<file path="src/ost_pkg.sv">
// ----------------------------------------------------------------------------
// ost_pkg: shared types and codes of the ordered set table
// Holds the request action codes, the fixed result field widths and the
// control group that travels from the sequencer to the entry store.
// ----------------------------------------------------------------------------
package ost_pkg;

  // Fixed field widths of the request and result ports
  localparam int ACTION_W = 2;
  localparam int ELEM_W   = 32;
  localparam int COUNT_W  = 7;

  // Request action codes; the fourth code is ignored
  localparam logic [ACTION_W-1:0] ACT_ADD    = 2'd0;
  localparam logic [ACTION_W-1:0] ACT_REMOVE = 2'd1;
  localparam logic [ACTION_W-1:0] ACT_SEARCH = 2'd2;

  // Sequencer states, one-hot
  typedef enum logic [2:0] {
    ST_IDLE  = 3'b001,
    ST_SCAN  = 3'b010,
    ST_SHIFT = 3'b100
  } ost_state_t;

  // Strobes from the sequencer to the entry store
  typedef struct packed {
    logic rd_en;
    logic wr_en;
  } ost_mem_ctl_t;

endpackage

</file>
<file path="src/ost_store.sv">
// ----------------------------------------------------------------------------
// ost_store: entry store of the ordered set table
// Synchronous memory with one write port and one read port; read data is
// registered and appears in the cycle after the read strobe.
// ----------------------------------------------------------------------------
module ost_store #(
  parameter int DEPTH = 64,
  parameter int WIDTH = 32
) (
  input  logic                      clk,
  input  ost_pkg::ost_mem_ctl_t     ctl,
  input  logic [$clog2(DEPTH)-1:0]  rd_addr,
  output logic [WIDTH-1:0]          rd_data,
  input  logic [$clog2(DEPTH)-1:0]  wr_addr,
  input  logic [WIDTH-1:0]          wr_data
);

  logic [WIDTH-1:0] mem [DEPTH];
  logic [WIDTH-1:0] rd_data_r;

  // Write one entry
  always_ff @(posedge clk) begin
    if (ctl.wr_en) begin
      mem[wr_addr] <= wr_data;
    end
  end

  // Read one entry, registered
  always_ff @(posedge clk) begin
    if (ctl.rd_en) begin
      rd_data_r <= mem[rd_addr];
    end
  end

  assign rd_data = rd_data_r;

endmodule

</file>
<file path="src/ordered_set_table_top.sv">
// ----------------------------------------------------------------------------
// ordered_set_table_top: set of distinct values kept in insertion order
// Each request adds, removes or searches one value. The held values sit in
// one synchronous memory that a sequencer scans, appends to and compacts.
//
//   channel  | handshake            | fields
//   ---------+----------------------+------------------------------------------
//   request  | start & !busy        | in_action, in_elem_value
//   result   | out_valid, 1 cycle   | out_success, out_full_refused,
//            |                      | out_entry_count, out_is_empty
//
// The scan reads one entry a cycle through the memory read port and stops
// once the entry read last compares equal, or once every held entry is read
// for an absent value. A removal then moves every later entry down one place,
// one per cycle. The result strobe shows in the first cycle in which busy is
// low again. Reset clears the count and the control state; the memory needs
// no clearing since places at or beyond the count are never read. Results
// cannot be held off; a new request may start in the cycle that shows the
// result.
// ----------------------------------------------------------------------------
module ordered_set_table_top #(
  parameter int CAPACITY   = 64,
  parameter int VALUE_BITS = 32
) (
  input  logic                          clk,
  input  logic                          rst_n,
  input  logic                          start,
  output logic                          busy,
  input  logic [ost_pkg::ACTION_W-1:0]  in_action,
  input  logic signed [ost_pkg::ELEM_W-1:0] in_elem_value,
  output logic                          out_valid,
  output logic                          out_success,
  output logic                          out_full_refused,
  output logic [ost_pkg::COUNT_W-1:0]   out_entry_count,
  output logic                          out_is_empty
);

  localparam int AW    = $clog2(CAPACITY);
  localparam int CNT_W = $clog2(CAPACITY + 1);
  localparam logic [CNT_W-1:0] CAP_CNT = CNT_W'(CAPACITY);

  ost_pkg::ost_state_t             state_r, state_nxt;
  logic [ost_pkg::ACTION_W-1:0]    act_r, act_nxt;
  logic [VALUE_BITS-1:0]           key_r, key_nxt;
  logic [CNT_W-1:0]                rd_idx_r, rd_idx_nxt;
  logic [CNT_W-1:0]                cmp_idx_r, cmp_idx_nxt;
  logic                            cmp_vld_r, cmp_vld_nxt;
  logic [CNT_W-1:0]                count_r, count_nxt;
  logic                            out_valid_r, out_valid_nxt;
  logic                            out_success_r, out_success_nxt;
  logic                            out_full_r, out_full_nxt;
  logic [ost_pkg::COUNT_W-1:0]     out_count_r;
  logic                            out_empty_r;

  ost_pkg::ost_mem_ctl_t           mem_ctl;
  logic [AW-1:0]                   rd_addr;
  logic [AW-1:0]                   wr_addr;
  logic [VALUE_BITS-1:0]           wr_data;
  logic [VALUE_BITS-1:0]           rd_data;
  logic                            hit;

  ost_store #(
    .DEPTH (CAPACITY),
    .WIDTH (VALUE_BITS)
  ) u_store (
    .clk     (clk),
    .ctl     (mem_ctl),
    .rd_addr (rd_addr),
    .rd_data (rd_data),
    .wr_addr (wr_addr),
    .wr_data (wr_data)
  );

  // Compare the entry read last cycle with the request value
  assign hit = cmp_vld_r && (rd_data == key_r);

  // Sequence scan, append and compaction
  always_comb begin
    state_nxt       = state_r;
    act_nxt         = act_r;
    key_nxt         = key_r;
    rd_idx_nxt      = rd_idx_r;
    cmp_idx_nxt     = cmp_idx_r;
    cmp_vld_nxt     = cmp_vld_r;
    count_nxt       = count_r;
    out_valid_nxt   = 1'b0;
    out_success_nxt = 1'b0;
    out_full_nxt    = 1'b0;
    mem_ctl         = '0;
    rd_addr         = rd_idx_r[AW-1:0];
    wr_addr         = count_r[AW-1:0];
    wr_data         = key_r;
    unique case (state_r)
      ost_pkg::ST_IDLE: begin
        // Take a request and start the scan at the first entry
        if (start) begin
          act_nxt     = in_action;
          key_nxt     = VALUE_BITS'($unsigned(in_elem_value));
          rd_idx_nxt  = '0;
          cmp_vld_nxt = 1'b0;
          state_nxt   = ost_pkg::ST_SCAN;
        end
      end
      ost_pkg::ST_SCAN: begin
        priority if (hit) begin
          // Value held: remove compacts, search reports, add is refused
          cmp_vld_nxt = 1'b0;
          if (act_r == ost_pkg::ACT_REMOVE) begin
            rd_idx_nxt = cmp_idx_r + CNT_W'(1);
            state_nxt  = ost_pkg::ST_SHIFT;
          end else begin
            out_valid_nxt   = 1'b1;
            out_success_nxt = (act_r == ost_pkg::ACT_SEARCH);
            state_nxt       = ost_pkg::ST_IDLE;
          end
        end else if (rd_idx_r < count_r) begin
          // Read the next entry
          mem_ctl.rd_en = 1'b1;
          cmp_idx_nxt   = rd_idx_r;
          cmp_vld_nxt   = 1'b1;
          rd_idx_nxt    = rd_idx_r + CNT_W'(1);
        end else begin
          // Value absent: append on add unless full
          cmp_vld_nxt   = 1'b0;
          out_valid_nxt = 1'b1;
          state_nxt     = ost_pkg::ST_IDLE;
          if (act_r == ost_pkg::ACT_ADD) begin
            if (count_r == CAP_CNT) begin
              out_full_nxt = 1'b1;
            end else begin
              mem_ctl.wr_en   = 1'b1;
              count_nxt       = count_r + CNT_W'(1);
              out_success_nxt = 1'b1;
            end
          end
        end
      end
      ost_pkg::ST_SHIFT: begin
        // Move the entry read last cycle down one place
        if (cmp_vld_r) begin
          mem_ctl.wr_en = 1'b1;
          wr_addr       = AW'(cmp_idx_r - CNT_W'(1));
          wr_data       = rd_data;
        end
        if (rd_idx_r < count_r) begin
          mem_ctl.rd_en = 1'b1;
          cmp_idx_nxt   = rd_idx_r;
          cmp_vld_nxt   = 1'b1;
          rd_idx_nxt    = rd_idx_r + CNT_W'(1);
        end else begin
          cmp_vld_nxt     = 1'b0;
          count_nxt       = count_r - CNT_W'(1);
          out_valid_nxt   = 1'b1;
          out_success_nxt = 1'b1;
          state_nxt       = ost_pkg::ST_IDLE;
        end
      end
      default: begin
        state_nxt = ost_pkg::ST_IDLE;
      end
    endcase
  end

  // Control registers
  always_ff @(posedge clk) begin
    if (!rst_n) begin
      state_r     <= ost_pkg::ST_IDLE;
      count_r     <= '0;
      cmp_vld_r   <= 1'b0;
      out_valid_r <= 1'b0;
    end else begin
      state_r     <= state_nxt;
      count_r     <= count_nxt;
      cmp_vld_r   <= cmp_vld_nxt;
      out_valid_r <= out_valid_nxt;
    end
  end

  // Request and scan payload registers
  always_ff @(posedge clk) begin
    act_r     <= act_nxt;
    key_r     <= key_nxt;
    rd_idx_r  <= rd_idx_nxt;
    cmp_idx_r <= cmp_idx_nxt;
  end

  // Hold the result fields for the strobe cycle
  always_ff @(posedge clk) begin
    if (out_valid_nxt) begin
      out_success_r <= out_success_nxt;
      out_full_r    <= out_full_nxt;
      out_count_r   <= ost_pkg::COUNT_W'(count_nxt);
      out_empty_r   <= (count_nxt == '0);
    end
  end

  assign busy             = (state_r != ost_pkg::ST_IDLE);
  assign out_valid        = out_valid_r;
  assign out_success      = out_success_r;
  assign out_full_refused = out_full_r;
  assign out_entry_count  = out_count_r;
  assign out_is_empty     = out_empty_r;

  // A result strobe is never directly followed by another
  a_single_strobe: assert property (@(posedge clk) disable iff (!rst_n)
    out_valid |=> !out_valid)
    else $error("result strobe held for two cycles");

  // Count never passes the capacity
  a_count_bound: assert property (@(posedge clk) disable iff (!rst_n)
    count_r <= CAP_CNT)
    else $error("entry count beyond capacity");

  // A refusal for lack of room reports no success and a full store
  a_full_refusal: assert property (@(posedge clk) disable iff (!rst_n)
    (out_valid && out_full_refused) |-> (!out_success && count_r == CAP_CNT))
    else $error("full refusal with success or room left");

  // Busy rises only on an accepted request
  a_busy_rise: assert property (@(posedge clk) disable iff (!rst_n)
    $rose(busy) |-> $past(start))
    else $error("busy raised without a request");

endmodule
</file>
<file path="config.mk">
export PLATFORM = sky130hd
export DESIGN_NAME = ordered_set_table_top
export DESIGN_NICKNAME = d
export VERILOG_FILES = /design/src/ost_pkg.sv /design/src/ost_store.sv /design/src/ordered_set_table_top.sv
export SDC_FILE = /design/constraint.sdc
export NUM_CORES = 2
export LEC_CHECK = 0
export ABC_CLOCK_PERIOD_IN_PS = 15650
export BUFFER_PORTS_ARGS = -buffer_cell sky130_fd_sc_hd__buf_2
export CAP_MARGIN = 25
export CORE_ASPECT_RATIO = 0.9
export CORE_MARGIN = 5
export CORE_UTILIZATION = 45
export DETAILED_ROUTE_END_ITERATION = 6
export PLACE_DENSITY = 0.71
export SLEW_MARGIN = 0
export SYNTH_ARGS = -nofsm -noshare
export SYNTH_HDL_FRONTEND = slang
export SYNTH_HIERARCHICAL = 1
export SYNTH_SLANG_ARGS = --single-unit
</file>
<file path="constraint.sdc">
create_clock -name clk -period 15.65 [get_ports clk]
set_clock_uncertainty 0.05 [all_clocks]
set_input_delay 3.13 -clock clk [delete_from_list [all_inputs] [get_ports clk]]
set_output_delay 3.13 -clock clk [all_outputs]
set_load 0.01 [all_outputs]
</file>
### After elaboration in Yosys (flattened, before gate mapping)

Memory sizes are Yosys's and may differ from the RTL's. A register that Yosys moved wholly into a read port is not among the register bits.
Cells that the tools add are included.

| word-level totals | value |
|---|---|
| flip-flop bits (word level) | 70 |
| memory bits (writable) | 2,048 |
| output and inout bits | 12 |
| word-level logic and storage cells | 85 |
| memories kept | 1 |

Memory list:

| name | words | bits a word | rd ports | clocked after memory_dff | write ports | line | source |
|---|---|---|---|---|---|---|---|
| u_store.mem | 64 | 32 | 1 | 1 | 1 | ost_store.sv:18 | `logic [WIDTH-1:0] mem [DEPTH];` |

| operators by class | value |
|---|---|
| add/sub/neg operators | 5 |
| magnitude comparators | 1 |
| equal/unequal tests | 11 |
| mux-type cells | 43 |
| bitwise operators | 2 |
| reductions and logical operators | 10 |

Operators by type and width:

| kind | number |
|---|---|
| $mux W7 | 11 |
| $mux W32 | 2 |
| $eq A32 B32 Y1 | 1 |
| $pmux W7 S2 | 2 |
| $add A7 B1 Y7 const B | 3 |
| $pmux W7 S3 | 1 |
| $mux W1 | 15 |
| $mux W3 | 4 |
| $mux W6 | 2 |
| $pmux W3 S3 | 1 |
| $eq A7 B7 Y1 const B | 1 |
| $logic_not A7 Y1 | 1 |
| $lt A7 B7 Y1 | 1 |
| $sub A7 B1 Y7 const B | 1 |
| $reduce_and A2 Y1 | 3 |
| $sub A6 B1 Y6 const B | 1 |
| $ne A2 B2 Y1 const B | 2 |
| $pmux W1 S2 | 2 |
| $pmux W2 S2 | 1 |
| $reduce_or A4 Y1 | 1 |
| $eq A3 B1 Y1 const B | 1 |
| $eq A3 B2 Y1 const B | 1 |
| $eq A3 B3 Y1 const B | 1 |
| $ne A3 B1 Y1 const B | 1 |
| 11 further kinds | 12 |

### Longest topological paths before layout

| logic depth | value |
|---|---|
| depth after elaboration | 8 |
| gate-level depth with buffers | 14 |

### By module

The synthesis kept the hierarchy.

Modules (own cells, without submodules):

| module | instances | cells an instance | area an instance (um2) |
|---|---|---|---|
| ost_store | 1 | 3,324 | 78,835.6 |
| ordered_set_table_top | 1 | 347 | 3,982.6 |

### Worst setup path before layout

OpenSTA, ideal clock, no wires.

| timing | value |
|---|---|
| path kind | register -> register |
| from | reg count_r[4] |
| to | mem u_store.mem[49][0] (enable) |
| setup time | 461 ps |
| arrival | 4,594 ps |
| data required time | 15,139 ps |
| path slack | 10,545 ps |
| cell stages (with the launch flop) | 15 |
| clock period less this slack | 5,105 ps |
| cells stage by stage | dfxtp_1 > clkbuf_1 > inv_1 > ha_1 > a21o_1 > a221o_1 > a41o_1 > buf_6 > nand2_2 > nor2_1 > nand2_1 > o21bai_1 > nor2b_1 > nand4_1 > nor3_1 |

RTL lines:

| element | line | source |
|---|---|---|
| start: declaration | ordered_set_table_top.sv:48 | `logic [CNT_W-1:0] count_r, count_nxt;` |
| start signal: assignment | ordered_set_table_top.sv:173 | `count_r <= count_nxt;` |
| end: declaration | ost_store.sv:18 |  |

### Worst setup path after layout

| timing | value |
|---|---|
| from | reg rd_idx_r[0] |
| to | reg u_store.rd_data_r[6] (netlist: u_store/rd_data[6]) (read register of u_store.mem), data pin |

| on the way | value |
|---|---|
| longest elaborated chain between the ends | 4 |

RTL lines:

| element | line | source |
|---|---|---|
| start: declaration | ordered_set_table_top.sv:45 | `logic [CNT_W-1:0] rd_idx_r, rd_idx_nxt;` |
| start signal: assignment | ordered_set_table_top.sv:183 | `rd_idx_r <= rd_idx_nxt;` |
| $lt A7 B7 Y1 | ordered_set_table_top.sv:116, ordered_set_table_top.sv:145 |  |
| $mux W1 | ordered_set_table_top.sv:116, ordered_set_table_top.sv:145 |  |
| $mux W2 | ordered_set_table_top.sv:105 | `priority if (hit) begin` |
| $pmux W2 S2 | ordered_set_table_top.sv:93 | `unique case (state_r)` |
| end: declaration | ost_store.sv:19 | `logic [WIDTH-1:0] rd_data_r;` |

Several ways; a longest one is shown, not always the timed one.
A chain may end at the register's enable or synchronous reset.

==> out/qor.txt <==
Async S/R FF share, synth -> 0%
Yosys cell types -> 66
Clock transition time at the flip-flop clock pins of the worst setup and hold paths -> 60 ps
Initial standard-cell utilization of the core -> 45.2%
Wirelength per Cell -> 32.7 um
Core Rows -> 149
Initial drt markers -> 6,475
Initial DRT Pass Iterations -> 6
Power density over the cells -> 126 nW/um^2
Largest net degree at the start of global routing -> 118
Via count normalized by instance count -> 6.30
Remaining global-route overflow -> 0
Number of buffers created by CTS -> 199
Total standard cell area after synthesis -> 82,800 um^2
Sequential area share after synthesis -> 77.8%
Final Max Slew Viols -> 0
FMAX -> 170 MHz
Clock root buffer -> sky130_fd_sc_hd__clkbuf_16
Layout net count -> 3,904
Final ANT Viol Nets -> 0
Top library cells by usage in the layout, fill and taps aside -> sky130_fd_sc_hd__edfxtp_1, sky130_fd_sc_hd__mux4_2, sky130_fd_sc_hd__clkbuf_16
Core Area -> 183,000 um^2
Final RePlAce weighted congestion -> 0.873
Overall routing resource usage -> 21.8%
Data arrival time of the critical path -> 6390 ps
Worst voltage drop across the vdd grid -> 0.0980 mV
Type of the most critical hold path -> reg -> reg
DRC violations left -> 0
Time the worst path needs with I/O delays and setup -> 5880 ps
Post-synth EDFFs -> 2,138
# H-tree levels -> 4
Synth-to-Final Area Change -> 13.1%
End of the worst register-to-register path -> u_store/rd_data[6]$_DFFE_PP_
Full die area -> 193,000 um^2
Post-CTS Setup Repair Bufs -> 0
Chip width -> 462 um
Result of the run -> finished, final reports clean
Final cycle utilization of the critical path -> 37.6%
Setup TNS -> 0 ps
Capturing element type of the critical path -> flip-flop
Max-slew headroom -> 28.8%
Wire length of the first global-routing pass -> 298,000 um
Die Y-Extent -> 417 um
Hold violation total from the final report -> 0
Antenna violations before repair -> 14
Total half-perimeter wirelength after legalization and detailed placement -> 130,000 um
Synthesized flop and latch total -> 2,150
Clk_lat worst skew -> 830 ps
R2R depth -> 9
Sinks on Clock Net -> 2,150
Number of cells produced by synthesis -> 3,671
DRT Wirelength -> 211,000 um
Number of placed instances, taps included -> 6,065
Total of warnings raised by yosys -> 6
CP Data Required Time -> 16,160 ps
Total number of vias -> 40,564
Final Instance Count excl. Fillers -> 6,440
Critical register-to-register path startpoint -> rd_idx_r[0]$_DFFE_PP_
Register-to-Register Setup Slack -> 9770 ps
Number of buffer cells added on primary ports -> 48
CP max FO -> 92
Net count of the mapped netlist -> 3,719
Total chip power -> 11.8 mW
Startpoint of the lowest-slack hold path -> rd_idx_r[6]$_DFFE_PP_
Slew at the pin with the worst max-slew slack -> 1070 ps
I/O pin count -> 49
Hold-fix buffers, CTS -> 0
TritonCTS clock tree -> done
Total of endpoints with negative setup slack in the final report -> 0
Most common library cell in the layout ignoring fill and taps -> sky130_fd_sc_hd__edfxtp_1
Critical Setup Path Class -> reg -> reg
Number of gates resized after cts -> 0
Number of cells traversed by the worst hold path -> 0
Leakage power total -> 28.6 nW
Max-cap violations -> 0
Proportion of layout cells with a drive suffix above 1 -> 27.4%
Capture endpoint of the worst hold path -> cmp_idx_r[6]$_DFFE_PP_
Worst setup SP type -> flip-flop
Most frequently used flop master after synthesis -> sky130_fd_sc_hd__edfxtp_1
Synthesized area divided by synthesized cell count -> 22.6 um^2
RSZ-0062 raised after global routing -> no
Via count of the first global-routing pass -> 38,898
CTS max path bufs -> 3
[stage by stage]
stage / setup slack, ps / hold WS [ps] / util (%) / instance area, um^2
6_report: 9770 / 508 / 51.2 / 93700
5_1_grt: 9150 / 527 / 51.2 / 93700
4_1_cts: 9580 / 507 / 51.1 / 93500
3_5_place_dp: 9570 / 494 / 47.8 / 87500
3_3_place_gp: 9570 / 473 / 47.1 / 86200
2_1_floorplan: 10550 / 429 / - / 82800
[routing by layer]
layer  vias to the layer above  track usage, %  share of wire, %
met4                         4            7.19               3.3
met1                     21474            32.6                39
met5                         -               0             0.010
met3                       335            6.33                14
li1                      15954               -                 -
met2                      2797            31.1                44
[logic make-up (layout without fill, tap and decap cells)]
kind of cell,after synthesis,count (layout),synth area share [%]
AOI/OAI and AO/OA,246,246,1.96
xor gates and xnor gates,50,50,0.529
adders and majority gates,11,11,0.166
buffers and inverters,209,556,1.21
DFF,2150,2150,77.8
muxes,671,671,16.4
other,0,6,0
and+or+nand+nor,334,334,1.94
[synthesized netlist by cell type, drive strengths merged (13+ instances only)]
library cell	count	area (um^2)
mux2i	95	951
and2	15	96.3
a21oi	70	350
buf	114	647
clkbuf	80	300
inv	15	56.3
mux2	32	360
edfxtp	2138	64200
nor4	13	93.8
o221ai	28	245
nor3	17	101
nand2	48	183
nor2	159	597
nor2b	18	113
xor2	41	359
mux4	544	12300
o22ai	91	569
[cell type report]
cell class                 instances  area (um^2)
antenna                            6         15.0
clock buffer                     255         5250
clock inverter                   108          808
fill                           13850        89400
inverter                          15         56.3
multi-input combinational       1312        17900
sequential                      2150        64400
tap                             2416         3020
timing repair buffer             178         2140
[worst max path at each step]
stage               slack (ps)                   from                             to  depth (start not counted)
finish                    9770  rd_idx_r[0]$_DFFE_PP_   u_store/rd_data[6]$_DFFE_PP_                          9
global route              9150  rd_idx_r[0]$_DFFE_PP_  u_store/rd_data[19]$_DFFE_PP_                          9
CTS                       9580  rd_idx_r[0]$_DFFE_PP_   u_store/rd_data[6]$_DFFE_PP_                          9
detailed placement        9570  rd_idx_r[0]$_DFFE_PP_   u_store/rd_data[6]$_DFFE_PP_                          9
global placement          9570  rd_idx_r[0]$_DFFE_PP_   u_store/rd_data[6]$_DFFE_PP_                          9
floorplan                10550  count_r[4]$_SDFF_PN0_   u_store/mem[49][0]$_DFFE_PP_                         14
[registers in the layout, summed over array words and instances, names as in the netlist]
signal            cells
out_is_empty          1
rd_idx_r              7
cmp_idx_r             7
out_valid             1
out_success           1
key_r                32
out_full_refused      1
u_store/rd_data      32
act_r                 2
state_r               3
cmp_vld_r             1
u_store/mem        2048
count_r               7
out_entry_count       7
[power breakdown]
part,internal [mW],switching [mW]
Clock,2.52,2.06
Combinational,0.280,0.552
Sequential,6.38,0.00864
[worst max-delay path, stage by stage (launching register included)]
cell                       delay (ps)
sky130_fd_sc_hd__edfxtp_1         340
sky130_fd_sc_hd__buf_4            590
sky130_fd_sc_hd__buf_12           620
sky130_fd_sc_hd__buf_4            770
sky130_fd_sc_hd__buf_4            790
sky130_fd_sc_hd__buf_4            810
sky130_fd_sc_hd__mux4_2           600
sky130_fd_sc_hd__mux4_2           500
sky130_fd_sc_hd__o22ai_1          200
sky130_fd_sc_hd__nor2_1            90
No activity file was read; power rests on OpenSTA's default activity.
